==> src/tcsm_pkg.sv <==
// Package for the TCP close-path state machine: event, status, segment and
// phase codes, frame-check constants, and the item and result structs.
// No dependencies.
package tcsm_pkg;

  // Event codes carried in the input tuser.
  localparam logic [1:0] EV_ESTABLISH = 2'd0;
  localparam logic [1:0] EV_APP_CLOSE = 2'd1;
  localparam logic [1:0] EV_PEER_FIN  = 2'd2;
  localparam logic [1:0] EV_PEER_ACK  = 2'd3;

  // Connection phases.
  localparam logic [2:0] PH_CLOSED    = 3'd0;
  localparam logic [2:0] PH_ESTAB     = 3'd1;
  localparam logic [2:0] PH_FIN_WAIT1 = 3'd2;
  localparam logic [2:0] PH_FIN_WAIT2 = 3'd3;
  localparam logic [2:0] PH_CLOSING   = 3'd4;
  localparam logic [2:0] PH_TIME_WAIT = 3'd5;
  localparam logic [2:0] PH_CLOSE_WAIT = 3'd6;
  localparam logic [2:0] PH_LAST_ACK  = 3'd7;

  // Result status codes.
  localparam logic [1:0] ST_IGNORED   = 2'd0;
  localparam logic [1:0] ST_APPLIED   = 2'd1;
  localparam logic [1:0] ST_MALFORMED = 2'd2;
  localparam logic [1:0] ST_OUT_SEQ   = 2'd3;

  // Segment kinds to transmit.
  localparam logic [1:0] SK_NONE    = 2'd0;
  localparam logic [1:0] SK_ACK     = 2'd1;
  localparam logic [1:0] SK_FIN_ACK = 2'd2;

  // Frame-check constants in bytes.
  localparam logic [16:0] ETH_BYTES     = 17'd14;
  localparam logic [16:0] MIN_HDR_BYTES = 17'd20;
  localparam logic [16:0] MIN_FRAME_BYTES = ETH_BYTES + MIN_HDR_BYTES + MIN_HDR_BYTES;
  localparam logic [31:0] ONE_SEQ       = 32'd1;

  typedef struct packed {
    logic [1:0]  mode;
    logic [15:0] frame_len;
    logic [3:0]  ip_header_words;
    logic [3:0]  tcp_offset_words;
    logic [15:0] ip_total_length;
    logic [31:0] segment_seq;
    logic [31:0] now_ms;
    logic [31:0] start_send_next;
    logic [31:0] start_recv_next;
  } item_t;

  typedef struct packed {
    logic [1:0]  status;
    logic [1:0]  send_kind;
    logic [31:0] send_seq;
    logic [31:0] send_ack;
    logic [2:0]  conn_state;
    logic        conn_live;
    logic        freed;
    logic        close_report;
    logic [31:0] time_wait_stamp;
  } result_t;

endpackage

==> src/tcp_close_state_machine_top.sv <==
// Top level of the TCP close-path state machine for one connection slot.
// Instantiates tcsm_in_stage, tcsm_engine and tcsm_result_stage; uses tcsm_pkg.
//
//   Channel   Direction  Payload
//   s_axis    in         tuser: event mode; tdata: frame and segment fields
//   m_axis    out        tuser: segment kind; tdata: status, numbers, state
//
// An item is accepted into the input register and evaluated while it is held
// and the result register can load, when the engine updates the connection state
// and loads the result register; one item a cycle while the output does not stall.
// Reset clears the connection to closed, not live, with all numbers zero.
// When the output stalls, the result register and the engine hold, and
// tready drops as soon as the input register holds an item.
module tcp_close_state_machine_top (
  input  logic         clk_i,
  input  logic         rst_ni,

  input  logic         s_axis_tvalid_i,
  output logic         s_axis_tready_o,
  // [15:0] frame_len, [19:16] ip_header_words, [23:20] tcp_offset_words,
  // [39:24] ip_total_length, [71:40] segment_seq, [103:72] now_ms,
  // [135:104] start_send_next, [167:136] start_recv_next
  input  logic [167:0] s_axis_tdata_i,
  // [1:0] mode
  input  logic [1:0]   s_axis_tuser_i,

  output logic         m_axis_tvalid_o,
  input  logic         m_axis_tready_i,
  // [1:0] status, [33:2] send_seq, [65:34] send_ack, [68:66] conn_state,
  // [69] conn_live, [70] freed, [71] close_report, [103:72] time_wait_stamp
  output logic [103:0] m_axis_tdata_o,
  // [1:0] send_kind
  output logic [1:0]   m_axis_tuser_o
);

  tcsm_pkg::item_t   in_item;
  tcsm_pkg::item_t   held_item;
  tcsm_pkg::result_t next_result;
  tcsm_pkg::result_t out_result;
  logic              held_valid;
  logic              can_load;
  logic              fire;

  // Unpack the stream payload into the item fields.
  always_comb begin
    in_item.mode             = s_axis_tuser_i;
    in_item.frame_len        = s_axis_tdata_i[15:0];
    in_item.ip_header_words  = s_axis_tdata_i[19:16];
    in_item.tcp_offset_words = s_axis_tdata_i[23:20];
    in_item.ip_total_length  = s_axis_tdata_i[39:24];
    in_item.segment_seq      = s_axis_tdata_i[71:40];
    in_item.now_ms           = s_axis_tdata_i[103:72];
    in_item.start_send_next  = s_axis_tdata_i[135:104];
    in_item.start_recv_next  = s_axis_tdata_i[167:136];
  end

  // The engine commits an item when one is held and the result register
  // is free or being emptied in this cycle.
  assign fire = held_valid && can_load;

  tcsm_in_stage u_in_stage (
    .clk_i        (clk_i),
    .rst_ni       (rst_ni),
    .in_valid_i   (s_axis_tvalid_i),
    .in_ready_o   (s_axis_tready_o),
    .in_item_i    (in_item),
    .take_i       (fire),
    .held_valid_o (held_valid),
    .held_item_o  (held_item)
  );

  tcsm_engine u_engine (
    .clk_i    (clk_i),
    .rst_ni   (rst_ni),
    .fire_i   (fire),
    .item_i   (held_item),
    .result_o (next_result)
  );

  tcsm_result_stage u_result_stage (
    .clk_i       (clk_i),
    .rst_ni      (rst_ni),
    .load_i      (fire),
    .result_i    (next_result),
    .can_load_o  (can_load),
    .out_valid_o (m_axis_tvalid_o),
    .out_ready_i (m_axis_tready_i),
    .result_o    (out_result)
  );

  // Pack the result fields onto the output stream.
  assign m_axis_tuser_o = out_result.send_kind;
  assign m_axis_tdata_o = {out_result.time_wait_stamp,
                           out_result.close_report,
                           out_result.freed,
                           out_result.conn_live,
                           out_result.conn_state,
                           out_result.send_ack,
                           out_result.send_seq,
                           out_result.status};

endmodule

==> src/tcsm_in_stage.sv <==
// Input register for the TCP close-path state machine: holds one accepted
// item until the engine consumes it. Depends on tcsm_pkg.
module tcsm_in_stage (
  input  logic            clk_i,
  input  logic            rst_ni,
  input  logic            in_valid_i,
  output logic            in_ready_o,
  input  tcsm_pkg::item_t in_item_i,
  input  logic            take_i,
  output logic            held_valid_o,
  output tcsm_pkg::item_t held_item_o
);

  logic            valid_q;
  tcsm_pkg::item_t item_q;

  // The register can load whenever it is empty or being drained this cycle.
  assign in_ready_o   = !valid_q || take_i;
  assign held_valid_o = valid_q;
  assign held_item_o  = item_q;

  always_ff @(posedge clk_i or negedge rst_ni) begin
    if (!rst_ni) begin
      valid_q <= 1'b0;
    end else if (in_ready_o) begin
      valid_q <= in_valid_i;
    end
  end

  always_ff @(posedge clk_i) begin
    if (in_ready_o && in_valid_i) begin
      item_q <= in_item_i;
    end
  end

endmodule

==> src/tcsm_engine.sv <==
// Connection state registers and the per-event next-state and result logic
// of the TCP close-path state machine. Depends on tcsm_pkg.
module tcsm_engine (
  input  logic              clk_i,
  input  logic              rst_ni,
  input  logic              fire_i,
  input  tcsm_pkg::item_t   item_i,
  output tcsm_pkg::result_t result_o
);

  logic [2:0]  phase_q, phase_d;
  logic        live_q, live_d;
  logic [31:0] send_next_q, send_next_d;
  logic [31:0] recv_next_q, recv_next_d;
  logic [31:0] linger_q, linger_d;

  logic [5:0]  ihl_bytes;
  logic [5:0]  doff_bytes;
  logic        malformed;
  logic [31:0] payload_len;
  logic [31:0] fin_at;
  logic [31:0] recv_plus_one;

  assign ihl_bytes     = {item_i.ip_header_words, 2'b00};
  assign doff_bytes    = {item_i.tcp_offset_words, 2'b00};
  assign malformed     = ({1'b0, item_i.frame_len} < tcsm_pkg::MIN_FRAME_BYTES)
                      || ({11'd0, ihl_bytes} < tcsm_pkg::MIN_HDR_BYTES)
                      || ({1'b0, item_i.frame_len} < tcsm_pkg::ETH_BYTES
                          + {11'd0, ihl_bytes} + tcsm_pkg::MIN_HDR_BYTES);
  // Payload length wraps modulo 2^32 when the headers exceed the total length.
  assign payload_len   = {16'd0, item_i.ip_total_length} - {26'd0, ihl_bytes}
                       - {26'd0, doff_bytes};
  assign fin_at        = item_i.segment_seq + payload_len;
  assign recv_plus_one = recv_next_q + tcsm_pkg::ONE_SEQ;

  always_comb begin
    phase_d     = phase_q;
    live_d      = live_q;
    send_next_d = send_next_q;
    recv_next_d = recv_next_q;
    linger_d    = linger_q;
    result_o    = '0;
    result_o.status = tcsm_pkg::ST_IGNORED;

    if (item_i.mode == tcsm_pkg::EV_ESTABLISH) begin
      send_next_d     = item_i.start_send_next;
      recv_next_d     = item_i.start_recv_next;
      phase_d         = tcsm_pkg::PH_ESTAB;
      live_d          = 1'b1;
      result_o.status = tcsm_pkg::ST_APPLIED;
    end else if (live_q) begin
      unique case (item_i.mode)
        tcsm_pkg::EV_APP_CLOSE: begin
          result_o.status = tcsm_pkg::ST_APPLIED;
          if (phase_q == tcsm_pkg::PH_ESTAB || phase_q == tcsm_pkg::PH_CLOSE_WAIT) begin
            result_o.send_kind = tcsm_pkg::SK_FIN_ACK;
            result_o.send_seq  = send_next_q;
            result_o.send_ack  = recv_next_q;
            send_next_d        = send_next_q + tcsm_pkg::ONE_SEQ;
            phase_d = (phase_q == tcsm_pkg::PH_ESTAB) ? tcsm_pkg::PH_FIN_WAIT1
                                                      : tcsm_pkg::PH_LAST_ACK;
          end else begin
            result_o.freed        = 1'b1;
            result_o.close_report = 1'b1;
            phase_d     = tcsm_pkg::PH_CLOSED;
            live_d      = 1'b0;
            send_next_d = '0;
            recv_next_d = '0;
            linger_d    = '0;
          end
        end
        tcsm_pkg::EV_PEER_FIN: begin
          priority if (malformed) begin
            result_o.status = tcsm_pkg::ST_MALFORMED;
          end else if (fin_at != recv_next_q) begin
            result_o.status = tcsm_pkg::ST_OUT_SEQ;
          end else if (phase_q == tcsm_pkg::PH_ESTAB || phase_q == tcsm_pkg::PH_FIN_WAIT1
                       || phase_q == tcsm_pkg::PH_FIN_WAIT2) begin
            result_o.status    = tcsm_pkg::ST_APPLIED;
            result_o.send_kind = tcsm_pkg::SK_ACK;
            result_o.send_seq  = send_next_q;
            result_o.send_ack  = recv_plus_one;
            recv_next_d        = recv_plus_one;
            if (phase_q == tcsm_pkg::PH_ESTAB) begin
              phase_d = tcsm_pkg::PH_CLOSE_WAIT;
            end else if (phase_q == tcsm_pkg::PH_FIN_WAIT1) begin
              phase_d = tcsm_pkg::PH_CLOSING;
            end else begin
              phase_d               = tcsm_pkg::PH_TIME_WAIT;
              linger_d              = item_i.now_ms;
              result_o.close_report = 1'b1;
            end
          end else begin
            result_o.status = tcsm_pkg::ST_IGNORED;
          end
        end
        default: begin
          // Peer ACK; the establish event was handled above.
          if (phase_q == tcsm_pkg::PH_FIN_WAIT1) begin
            phase_d         = tcsm_pkg::PH_FIN_WAIT2;
            result_o.status = tcsm_pkg::ST_APPLIED;
          end else if (phase_q == tcsm_pkg::PH_CLOSING) begin
            phase_d         = tcsm_pkg::PH_TIME_WAIT;
            linger_d        = item_i.now_ms;
            result_o.status = tcsm_pkg::ST_APPLIED;
          end else if (phase_q == tcsm_pkg::PH_LAST_ACK) begin
            result_o.status       = tcsm_pkg::ST_APPLIED;
            result_o.freed        = 1'b1;
            result_o.close_report = 1'b1;
            phase_d     = tcsm_pkg::PH_CLOSED;
            live_d      = 1'b0;
            send_next_d = '0;
            recv_next_d = '0;
            linger_d    = '0;
          end
        end
      endcase
    end

    result_o.conn_state      = phase_d;
    result_o.conn_live       = live_d;
    result_o.time_wait_stamp = linger_d;
  end

  always_ff @(posedge clk_i or negedge rst_ni) begin
    if (!rst_ni) begin
      phase_q     <= tcsm_pkg::PH_CLOSED;
      live_q      <= 1'b0;
      send_next_q <= '0;
      recv_next_q <= '0;
      linger_q    <= '0;
    end else if (fire_i) begin
      phase_q     <= phase_d;
      live_q      <= live_d;
      send_next_q <= send_next_d;
      recv_next_q <= recv_next_d;
      linger_q    <= linger_d;
    end
  end

endmodule

==> src/tcsm_result_stage.sv <==
// Result register for the TCP close-path state machine: holds one result
// item until the downstream side takes it. Depends on tcsm_pkg.
module tcsm_result_stage (
  input  logic              clk_i,
  input  logic              rst_ni,
  input  logic              load_i,
  input  tcsm_pkg::result_t result_i,
  output logic              can_load_o,
  output logic              out_valid_o,
  input  logic              out_ready_i,
  output tcsm_pkg::result_t result_o
);

  logic              valid_q;
  tcsm_pkg::result_t result_q;

  assign can_load_o  = !valid_q || out_ready_i;
  assign out_valid_o = valid_q;
  assign result_o    = result_q;

  always_ff @(posedge clk_i or negedge rst_ni) begin
    if (!rst_ni) begin
      valid_q <= 1'b0;
    end else if (can_load_o) begin
      valid_q <= load_i;
    end
  end

  always_ff @(posedge clk_i) begin
    if (load_i) begin
      result_q <= result_i;
    end
  end

endmodule
==> config.mk <==
export PLATFORM = sky130hd
export DESIGN_NAME = tcp_close_state_machine_top
export DESIGN_NICKNAME = d
export VERILOG_FILES = /design/src/tcsm_pkg.sv /design/src/tcp_close_state_machine_top.sv /design/src/tcsm_in_stage.sv /design/src/tcsm_engine.sv /design/src/tcsm_result_stage.sv
export SDC_FILE = /design/constraint.sdc
export NUM_CORES = 1
export LEC_CHECK = 0
export ABC_AREA = 1
export BUFFER_PORTS_ARGS = -buffer_cell sky130_fd_sc_hd__buf_2
export CORE_ASPECT_RATIO = 0.75
export CORE_MARGIN = 8
export CORE_UTILIZATION = 45
export DETAILED_ROUTE_END_ITERATION = 10
export SETUP_SLACK_MARGIN = 0.02
export SLEW_MARGIN = 20
export SYNTH_ARGS = -nofsm -noshare
export SYNTH_HDL_FRONTEND = slang
export SYNTH_HIERARCHICAL = 1
export SYNTH_SLANG_ARGS = --single-unit
==> constraint.sdc <==
create_clock -name clk_i -period 18.8 [get_ports clk_i]
set_input_delay 1.88 -clock clk_i [delete_from_list [all_inputs] [get_ports clk_i]]
set_output_delay 1.88 -clock clk_i [all_outputs]
set_load 0.1 [all_outputs]
==> results.txt, run 1 <==
The number of diodes added for antenna fixing was 0; the worst slack after detailed placement was 11.31 ns. STA puts the critical path data arrival time at 8.06 ns. Sum of negative setup slack: 0 ns. Across the run, the number of max-cap violations was 0. For this run, the number of Yosys warnings is 6. The root buffer cell chosen for the clock tree is sky130_fd_sc_hd__clkbuf_16.

After clock tree synthesis, the clock-pin slew on the worst setup and hold paths is 0.07 ns. No sink is reached through more buffers than the 3 on the longest clock path. The mean instance size in the synthesized netlist was 8.444 µm².

Input and output buffers added on the ports amount to 280. The final period utilization works out to 41.01%. The worst-case IR drop observed on VDD is 0.06812 mV.

The routed wirelength normalized by instance count was 19.33 µm; the total clock sinks was 377. On the critical path, the stage with the largest delay is an instance of sky130_fd_sc_hd__nor2_4. In the synthesized netlist, the number of instances is 2543.

For this run, the slowest stage of the critical path takes 0.88 ns. The core area came out at 47220 µm². The worst-path maximum fanout came out at 36. The y dimension of the die is 205.2 µm. The maximum clock rate is 0.1297 GHz, and the average vias per placed instance is 5.424.

The tools report the met3 track utilization from global routing as 5.517%. The library cell used most frequently in the layout, excluding fill and tap cells, is sky130_fd_sc_hd__nand2_1. For this run, design rule violations remaining after detail routing come to 0.

The number of primary I/O pins is 282, and the die area is 55040 µm². Overall power consumption after layout is estimated at 3443 µW. The tools report the worst setup slack after layout as 11.09 ns.

In this run the power density over the cells is 139.1 nW/µm². The maximum number of pins on one net before global-route repair was 75. Setup repair after global routing left no endpoint under its margin. Number of pins exceeding their max-slew limit in the final report: 0. The tools report the placer's final routability congestion estimate as 0.9241. The pre-antenna-repair detailed-routing pass consisted of 6 iterations.

The logs give 3016 for the net total in the final layout and 23.86% for the total global-route track usage. The logs give 0 for the total count of hold-check failures in the final report and 2 for the depth of the CTS H-tree. The kind of start point of the critical path is a register. Summed over all layers, the global routing overflow is 0.

The number of global-route vias before repair is 18400, and the number of buffers inserted during clock tree synthesis is 41. After detailed placement, the total cell area comes to 23410 µm². The synthesized netlist net count came out at 2773. The number of antenna violations at the first check in global routing is 4. Compared with the post-synthesis result, the final layout area differs by 15.27%.

The clock latency on the worst-skew pair was 0.57 ns; the overall via count from detail_route was 18750. The worst path in the final design needs a cycle of 7.709 ns, including I/O delays and setup. In this run the post-CTS setup repair buffer count came out at 0. In this run, post-CTS repair resized a total of 0 instances.

The tools report the design area as 24750 µm². The worst max-slew margin expressed relative to the limit was 26.92%. Busiest layer in global routing: met2. The tools report the initial core utilization as 45.47%.

Global routing consumed, on the met1 layer, 34.82% of the routing resources. Setup violations remaining at the end of the flow were counted as 0. STA classifies the critical path endpoint as a register. TritonCTS built the clock tree. The slew at the pin with the worst max-slew slack came out at 1.094 ns. Once detail routing completed, the nets flagged for antenna violations numbered 0. By startpoint and endpoint, the worst setup path is classified as register to register.

At the worst endpoint, the required time is 19.15 ns. The number of cell rows is 69. Wires add up to 66800 µm. The worst setup skew after layout was 0.01147 ns. In this run the static leakage power is 0.01119 µW. At the end of the flow the core is filled with cells to 52.42%. Cells with a size suffix above 1 make up 16.33% of the layout. Detailed placement finished with a half-perimeter wire length of 46930 µm.

The tools report the wire length of the first global-routing pass as 103700 µm. The path class of the tightest hold or removal check is register to register. The cell that appears most often on the critical path is sky130_fd_sc_hd__nand2_1. Global routing consumed, on the met2 layer, 34.88% of the routing resources. In the layout the commonest cells are sky130_fd_sc_hd__nand2_1, sky130_fd_sc_hd__inv_1, sky130_fd_sc_hd__buf_2. The flow ran to the end, and the final reports show no timing, DRC or antenna violations. For this block, the initial DRC count from the detailed router was 2025.

The die is 268.2 µm wide. The number of hold buffers added after CTS was 0. Summing every instance area after synthesis gives 21470 µm².
registers in the layout (all words and copies together) (netlist names):
name and count:
u_in_stage/held_item_o 169, u_result_stage/result_o 106, u_engine/linger_q 32, u_engine/recv_next_q 32, u_engine/send_next_q 32, u_engine/phase_q 3, u_engine/live_q 1, u_in_stage/held_valid_o 1
u_result_stage/out_valid_o 1
power breakdown:
part | internal, µW | leakage, µW | switching (µW)
combinational | 339 | 0.00660 | 1020
clock | 475 | 0.000650 | 343
sequential | 1100 | 0.00394 | 171
total | 1910 | 0.0112 | 1530
worst max-delay path, delay by kind of cell (launching register included):
family,cells,cell delay [ns]
compound gates,5,1.46
flops,1,0.34
buf+inv,5,0.52
fa+ha+maj,3,1.06
xor+xnor,1,0.39
simple gates,19,3.68
path summary, 6_finish.rpt:
check | cells after the start | slack, ns | end | start
hold / removal | 2 | 0.51 | u_engine/recv_next_q[3] | u_in_stage/held_item_o[3]
setup / recovery | 33 | 11.09 | u_result_stage/result_o[73] | u_in_stage/held_item_o[150]
min in group asynchronous | 1 | 1.34 | u_engine/linger_q[19] | rst_ni
max in group asynchronous | 2 | 16.09 | u_engine/phase_q[2] | rst_ni
setup reg to reg | 33 | 11.09 | u_result_stage/result_o[73] | u_in_stage/held_item_o[150]
hold reg to reg | 2 | 0.51 | u_engine/recv_next_q[3] | u_in_stage/held_item_o[3]
area by class of cell:
| type | instances | area [µm²] |
|---|---|---|
| Fill cell | 4453 | 22470 |
| Sequential cell | 377 | 10810 |
| Multi-Input combinational cell | 1723 | 8956 |
| Timing Repair Buffer | 300 | 1554 |
| Inverter | 343 | 1294 |
| Clock buffer | 54 | 1116 |
| Tap cell | 639 | 799.5 |
| Clock inverter | 20 | 222.7 |
per-stage QoR:
step | hold WS [ns] | std cells
6_report | 0.5124 | 3456
2_1_floorplan | 0.4705 | 2543
3_5_place_dp | 0.4969 | 3382
5_1_grt | 0.5452 | 3456
4_1_cts | 0.5120 | 3456
3_3_place_gp | 0.4889 | 3382
per-layer routing:
| layer | vias up | part of all wire, % |
|---|---|---|
| met3 | 91 | 9.6 |
| met1 | 8816 | 45 |
| met5 | - | 0.060 |
| li1 | 9018 | - |
| met4 | 6 | 2.4 |
| met2 | 814 | 43 |
Power figures use the tool's default switching activity.
==> run 2, diff against run 1 <==
Settings changed: PLACE_DENSITY set to 0.67.
Clock period 18.8 ns to 7.01 ns, I/O delays scaled along.
==> results.txt, run 2 (same netlist as run 1, synthesis figures left out) <==
The number of iterations in the first detailed-routing pass came out at 6 (unchanged). The maximum clock rate was 0.1557 GHz (was 0.1297 GHz). Highest-delay cell along the critical path: sky130_fd_sc_hd__nand4_4 (was sky130_fd_sc_hd__nor2_4). Depth of the CTS H-tree: 2 (unchanged). The master cell of the clock root buffer was sky130_fd_sc_hd__clkbuf_16 (unchanged).

The depth of the most critical reg-to-reg path was 36 (was 33). The number of DRC markers in iteration 0 was 2060 (was 2025). The worst max-slew margin expressed relative to the limit was 22.32% (was 26.92%); the time the worst path needs with I/O delays and setup was 6.422 ns (was 7.709 ns). The number of global-route vias before repair is 18240 (was 18400). The most common cell after layout, fill and taps aside was sky130_fd_sc_hd__nand2_1 (unchanged).

The sum of negative setup slack came out at 0 ns (unchanged). The total placed cells including tap cells is 3387 (was 3382). End of the worst register-to-register path: u_engine/linger_q[21] (was u_result_stage/result_o[73]). The number of flip-flops under the largest register name was 169 (unchanged); the number of setup violations in the final report was 0 (unchanged). The worst slack after detailed placement came out at 0.4631 ns (was 11.31 ns). The tools report the data arrival time of the critical path as 6.92 ns (was 8.06 ns). The clock transition time at the flip-flop clock pins of the worst setup and hold paths came out at 0.06 ns (was 0.07 ns). The number of max-cap violations was 0 (unchanged); the wire length of the first global-routing pass was 101100 µm (was 103700 µm).

The die area came out at 55040 µm² (unchanged). The share of final-layout standard cells stronger than drive strength 1 was 16.93% (was 16.33%). The cell repeated most along the worst path is sky130_fd_sc_hd__nand2_1 (unchanged).

The capture point of the worst path was u_engine/linger_q[21] (was u_result_stage/result_o[73]). The tools report the design area as 24960 µm² (was 24750 µm²). The y dimension of the die works out to 205.2 µm (unchanged). The tools report the net total in the final layout as 3026 (was 3016). Worst min-delay path category: input port to async pin (was register to register). The worst setup skew after layout is 0.01807 ns (was 0.01147 ns), and the ratio of total power to cell area is 373.6 nW/µm² (was 139.1 nW/µm²). The tools report the number of standard cells in the layout, taps in and fillers out as 3470 (was 3456).

The placer's final routability congestion estimate was 0.9246 (was 0.9241). Final HPWL from detailed placement: 45970 µm (was 46930 µm). The placed standard-cell area was 23460 µm² (was 23410 µm²). The static leakage came out at 0.01129 µW (was 0.01119 µW).

Commonest non-fill, non-tap cells in the layout: sky130_fd_sc_hd__nand2_1, sky130_fd_sc_hd__inv_1, sky130_fd_sc_hd__buf_2 (unchanged). The overall via count from detail_route is 18890 (was 18750). The run gives 88 (was 75) as the maximum number of pins on one net before global-route repair. The run gives 45.47% (unchanged) as the initial core utilization. TritonCTS built the clock tree.

The number of cell rows was 69 (unchanged). The overall routed net length is 65880 µm (was 66800 µm), and the number of routed nets with antenna violations is 0 (unchanged). The tools report the area of combinational cells with multiple inputs as 8996 µm² (was 8956 µm²).

Total count of hold-check failures in the final report: 0 (unchanged). Startpoint of the lowest-slack register-to-register path: u_in_stage/held_item_o[150] (unchanged). For the utilization after layout, the log shows 52.85% (was 52.42%).

The core area is 47220 µm² (unchanged). The run gives 41 (unchanged) as the number of buffers inserted during clock tree synthesis. The peak per-stage delay on the critical path was 0.41 ns (was 0.88 ns); the average vias per placed instance was 5.443 (was 5.424). The maximum ir drop on the vdd rail was 0.2028 mV (was 0.06812 mV). For the final-layout fill cell count, the log shows 4339 (was 4453). The kind of start point of the critical path was a register (unchanged). The tools report the sort of element at the end of the critical path as a register (unchanged). For the total global-route track usage, the log shows 23.20% (was 23.86%). The flow ran to the end, and the final reports show no timing, DRC or antenna violations. The total of buffers placed on input and output ports is 280 (unchanged).

Slew at the pin with the worst max-slew slack: 1.153 ns (was 1.094 ns). The routed wirelength normalized by instance count was 18.99 µm (was 19.33 µm); the detailed-route DRC error count was 0 (unchanged). The number of pins exceeding their max-slew limit in the final report was 0 (unchanged); the sequential standard cell area was 10810 µm² (unchanged). The final period utilization came out at 91.61% (was 41.01%). The category of the most critical setup path is register to register (unchanged). Overflow left after global routing: 0 (unchanged). Start point of the critical path: u_in_stage/held_item_o[150] (unchanged).

For the total clock sinks, the log shows 377 (unchanged). The area growth from synthesis to layout came out at 16.22% (was 15.27%). Clock latency on the worst-skew pair: 0.57 ns (about the same).

The run gives 0.59 ns (was 11.09 ns) as the setup slack of the most critical reg-to-reg path. The number of buffers between clock root and the deepest sink was 3 (unchanged); the worst-path maximum fanout was 17 (was 36). Number of primary I/O pins: 282 (unchanged). Setup repair after global routing left no endpoint under its margin. The die span in x is 268.2 µm (unchanged).

The worst setup slack after layout was 0.5880 ns (was 11.09 ns). The number of antenna violations at the first check in global routing was 9 (was 4); the required time reported for the critical path endpoint was 7.51 ns (was 19.15 ns).
==> run 2: worst min-delay path by stage <==
stage	startpoint	to	depth (start not counted)
after global placement	u_in_stage/held_item_o[5]	u_engine/recv_next_q[5]	2
final	rst_ni	u_engine/linger_q[19]	1
after floorplan	rst_ni	u_engine/linger_q[0]	0
after CTS	rst_ni	u_engine/linger_q[19]	1
after global routing	rst_ni	u_engine/linger_q[20]	1
after detailed placement	u_in_stage/held_item_o[5]	u_engine/recv_next_q[5]	2
==> run 2: per-stage QoR <==
stage | hold WS (ns) | total power [µW]
after floorplan | 0.4054 | 6151
after detailed placement | 0.4961 | 7028
after CTS | 0.2309 | 9324
final | 0.2222 | 9324
after global placement | 0.4909 | 6922
after global routing | 0.2643 | 9875
==> run 2: area by class of cell <==
class | instances | share of cell area, %
antenna | 2 | 0.02005
clock buffer | 51 | 4.462
clock inverter | 25 | 1.168
inverter | 343 | 5.184
multi-input combinational | 1725 | 36.05
sequential | 377 | 43.32
tap | 639 | 3.204
timing repair buffer | 308 | 6.598
==> run 2: worst max-delay path, delay by kind of cell (launching register included) <==
| kind | cells | cell delay, ns |
|---|---|---|
| AOI/OAI and AO/OA | 4 | 1.17 |
| adders and majority gates | 3 | 1.01 |
| DFF | 1 | 0.34 |
| buffers and inverters | 4 | 0.21 |
| xor gates and xnor gates | 1 | 0.37 |
| and+or+nand+nor | 24 | 3.23 |
==> run 2: timing repair <==
| item | CTS | global route |
|---|---|---|
| endpoints found under the setup margin | 0 | 98 |
| setup buffers | 0 | 2 |
| hold buffers | 0 | 0 |
| resized for setup | 0 | 3 |
==> run 2: routing by layer <==
layer,vias to the layer above,track usage (%),routed length (µm)
met2,970,34.92,28500
met3,125,5.278,6605
met1,8707,32.93,28940
met5,-,0,99
met4,14,7.565,1738
li1,9072,-,-
==> run 2: report_power, final <==
group | internal (µW) | switching, µW | leakage [µW]
Combinational | 921 | 2730 | 0.00665
Sequential | 2940 | 463 | 0.00394
Clock | 1330 | 938 | 0.000694
Total | 5190 | 4130 | 0.0113
==> run 3, diff against run 2 <==
Settings changed: ABC_AREA 1 to not set, CORE_ASPECT_RATIO 0.75 to 1.4, PLACE_DENSITY 0.67 to 0.68.
==> results.txt, run 3 <==
The worst min-delay path category was input port to async pin (unchanged). The tools report the maximum clock rate as 0.1482 GHz (was 0.1557 GHz). The final-layout fill cell count came out at 3985 (was 4339). The number of DRC markers in iteration 0 was 1522 (was 2060); the synthesized netlist net count was 2226 (was 2773). For the core area, the log shows 44660 µm² (was 47220 µm²). The die span in x is 194.9 µm (was 268.2 µm), and the mapped cell area is 20170 µm² (was 21470 µm²). The data arrival time of the critical path is 7.06 ns (was 6.92 ns).

Number of cell rows: 92 (was 69). The tools report the initial core utilization as 45.17% (was 45.47%). The number of flip-flops under the largest register name was 169 (unchanged); the total clock sinks was 377 (unchanged). The net total in the final layout is 2526 (was 3026), and the number of standard cells in the layout, taps in and fillers out is 2904 (was 3470). Overall routed net length: 66590 µm (was 65880 µm).

The tools report the worst hold slack as 0.1046 ns (was 0.2222 ns). The run gives 24.42% (was 23.20%) as the total global-route track usage. The logs give 40 (was 41) for the number of buffers inserted during clock tree synthesis and 0 (unchanged) for the count of hold buffers inserted by post-cts repair.

The tools report the clock latency on the worst-skew pair as 0.58 ns (was 0.57 ns). The overflow left after global routing is 0 (unchanged). The run gives 0 (unchanged) as the total count of hold-check failures in the final report.

The routed wirelength normalized by instance count was 22.93 µm (was 18.99 µm); the static leakage was 0.009491 µW (was 0.01129 µW). The number of primary I/O pins is 282 (unchanged), and the placer's final routability congestion estimate is 0.9264 (was 0.9246). The logs give 6 (unchanged) for the total of warnings raised by yosys and 17410 (was 18240) for the number of global-route vias before repair. The worst max-slew margin expressed relative to the limit is 30.30% (was 22.32%), and the share of final-layout standard cells stronger than drive strength 1 is 22.72% (was 16.93%). The run gives 0 (unchanged) as the number of max-cap violations. The kind of start point of the critical path was a register (unchanged).

Y dimension of the die: 266.5 µm (was 205.2 µm). The category of the most critical setup path is register to register (unchanged). TritonCTS built the clock tree.

The mean instance size in the synthesized netlist is 10.11 µm² (was 8.444 µm²), and the maximum ir drop on the vdd rail is 0.2445 mV (was 0.2028 mV). The run gives 51960 µm² (was 55040 µm²) as the die area. Most common cell after layout, fill and taps aside: sky130_fd_sc_hd__buf_2 (was sky130_fd_sc_hd__nand2_1).

The master cell of the clock root buffer was sky130_fd_sc_hd__clkbuf_16 (unchanged). The sort of element at the end of the critical path was a register (unchanged). The sum of buffers and inverters on the critical path was 7 (was 4); the number of routed nets with antenna violations was 0 (unchanged). Required time reported for the critical path endpoint: 7.33 ns (was 7.51 ns). The wire length of the first global-routing pass is 100000 µm (was 101100 µm), and the ratio of total power to cell area is 324.8 nW/µm² (was 373.6 nW/µm²). The utilization after layout is 55.00% (was 52.85%), and the number of pins exceeding their max-slew limit in the final report is 0 (unchanged). The area growth from synthesis to layout works out to 21.77% (was 16.22%). Highest-delay cell along the critical path: sky130_fd_sc_hd__or4_4 (was sky130_fd_sc_hd__nand4_4). The detailed-route DRC error count is 0 (unchanged), and the worst-path maximum fanout is 11 (was 17).

Cell repeated most along the worst path: sky130_fd_sc_hd__buf_4 (was sky130_fd_sc_hd__nand2_1). The slew at the pin with the worst max-slew slack was 1.035 ns (was 1.153 ns). The largest delay contributor family on the critical path is simple AND/OR/NAND/NOR gates (unchanged). Total power of the final layout: 7978 µW (was 9324 µW). The worst setup skew after layout came out at 0.03234 ns (was 0.01807 ns).

The run finished with clean final reports. The depth of the CTS H-tree was 2 (unchanged). Number of antenna violations at the first check in global routing: 15 (was 9).

The time the worst path needs with I/O delays and setup was 6.747 ns (was 6.422 ns). Final HPWL from detailed placement: 46520 µm (was 45970 µm). The tools report the number of buffers between clock root and the deepest sink as 3 (unchanged). The clock transition time at the flip-flop clock pins of the worst setup and hold paths was 0.06 ns (about the same).

The average vias per placed instance came out at 6.068 (was 5.443). The total of buffers placed on input and output ports came out at 280 (unchanged). Commonest non-fill, non-tap cells in the layout: sky130_fd_sc_hd__buf_2, sky130_fd_sc_hd__edfxtp_1, sky130_fd_sc_hd__nand2_1 (was sky130_fd_sc_hd__nand2_1, sky130_fd_sc_hd__inv_1, sky130_fd_sc_hd__buf_2). The overall via count from detail_route is 17620 (was 18890), and the number of iterations in the first detailed-routing pass is 6 (unchanged).

The total placed cells including tap cells was 2798 (was 3387). The run gives 121 (was 88) as the maximum number of pins on one net before global-route repair. The tools report the number of setup violations in the final report as 0 (unchanged). The final period utilization was 96.25% (was 91.61%); the gate count of the mapped netlist was 1996 (was 2543). The peak per-stage delay on the critical path came out at 0.61 ns (was 0.41 ns).
run 3: changes by cell type in the layout (fill, tap and decap cells not counted), moves of 33 or more:
cell                      delta
sky130_fd_sc_hd__nor3_2     -33
sky130_fd_sc_hd__nand2_1   -488
sky130_fd_sc_hd__and2_1     +35
sky130_fd_sc_hd__inv_1     -287
sky130_fd_sc_hd__buf_4      +62
sky130_fd_sc_hd__nand3_1   -104
sky130_fd_sc_hd__nand4_1    -50
sky130_fd_sc_hd__a21oi_1    +73
sky130_fd_sc_hd__o21ai_0    +44
run 3: metal layers:
metal	track usage, %	share of wire, %	up-vias	routed length, µm
met1	28.31	38	8567	24980
met4	12.09	5.2	6	3483
met3	3.923	6.3	188	4173
met5	0	0.060	-	40
met2	43.43	51	759	33920
li1	-	-	8102	-
run 3: stage by stage:
stage          instance area, µm²  setup TNS, ns  setup WS, ns
4_1_cts                     24050              0       0.02460
3_5_place_dp                22530              0       0.06698
3_3_place_gp                22530              0        0.1570
5_1_grt                     24560      -0.005694     -0.003320
6_report                    24560              0        0.2626
2_1_floorplan               20170              0       0.02760
run 3: path summary, 6_finish.rpt:
path,depth (start not counted),end,from,slack (ns)
setup / recovery,28,u_result_stage/result_o[3],u_in_stage/held_item_o[149],0.26
setup reg to reg,28,u_result_stage/result_o[3],u_in_stage/held_item_o[149],0.26
max in group asynchronous,2,u_engine/recv_next_q[20],rst_ni,5.47
hold reg to reg,2,u_engine/send_next_q[12],u_in_stage/held_item_o[44],0.48
min in group clk_i,1,u_in_stage/held_item_o[4],s_axis_tdata_i[140],0.29
hold / removal,1,u_result_stage/out_valid_o,rst_ni,0.10
run 3: layout make-up:
class | instances | area [µm²] | area share, %
flip-flops and latches | 377 | 10810 | 44.01
multi-input cells | 1446 | 8949 | 36.43
repair buffers | 385 | 2376 | 9.672
clock buffers | 45 | 1051 | 4.279
well taps | 564 | 705.7 | 2.873
clock inverters | 29 | 470.5 | 1.915
inverters | 46 | 172.7 | 0.7029
diodes | 12 | 30.03 | 0.1222
run 3: repair_timing:
action | CTS | global route
resized for setup | 0 | 61
setup endpoints to repair | 0 | 151
buffers inserted | 0 | 16
run 3: where the power goes:
part	total (µW)	leakage (µW)	internal, µW	switching [µW]
clock	2460	0.000738	1500	962
sequential	3130	0.00403	2750	389
combinational	2380	0.00472	704	1680
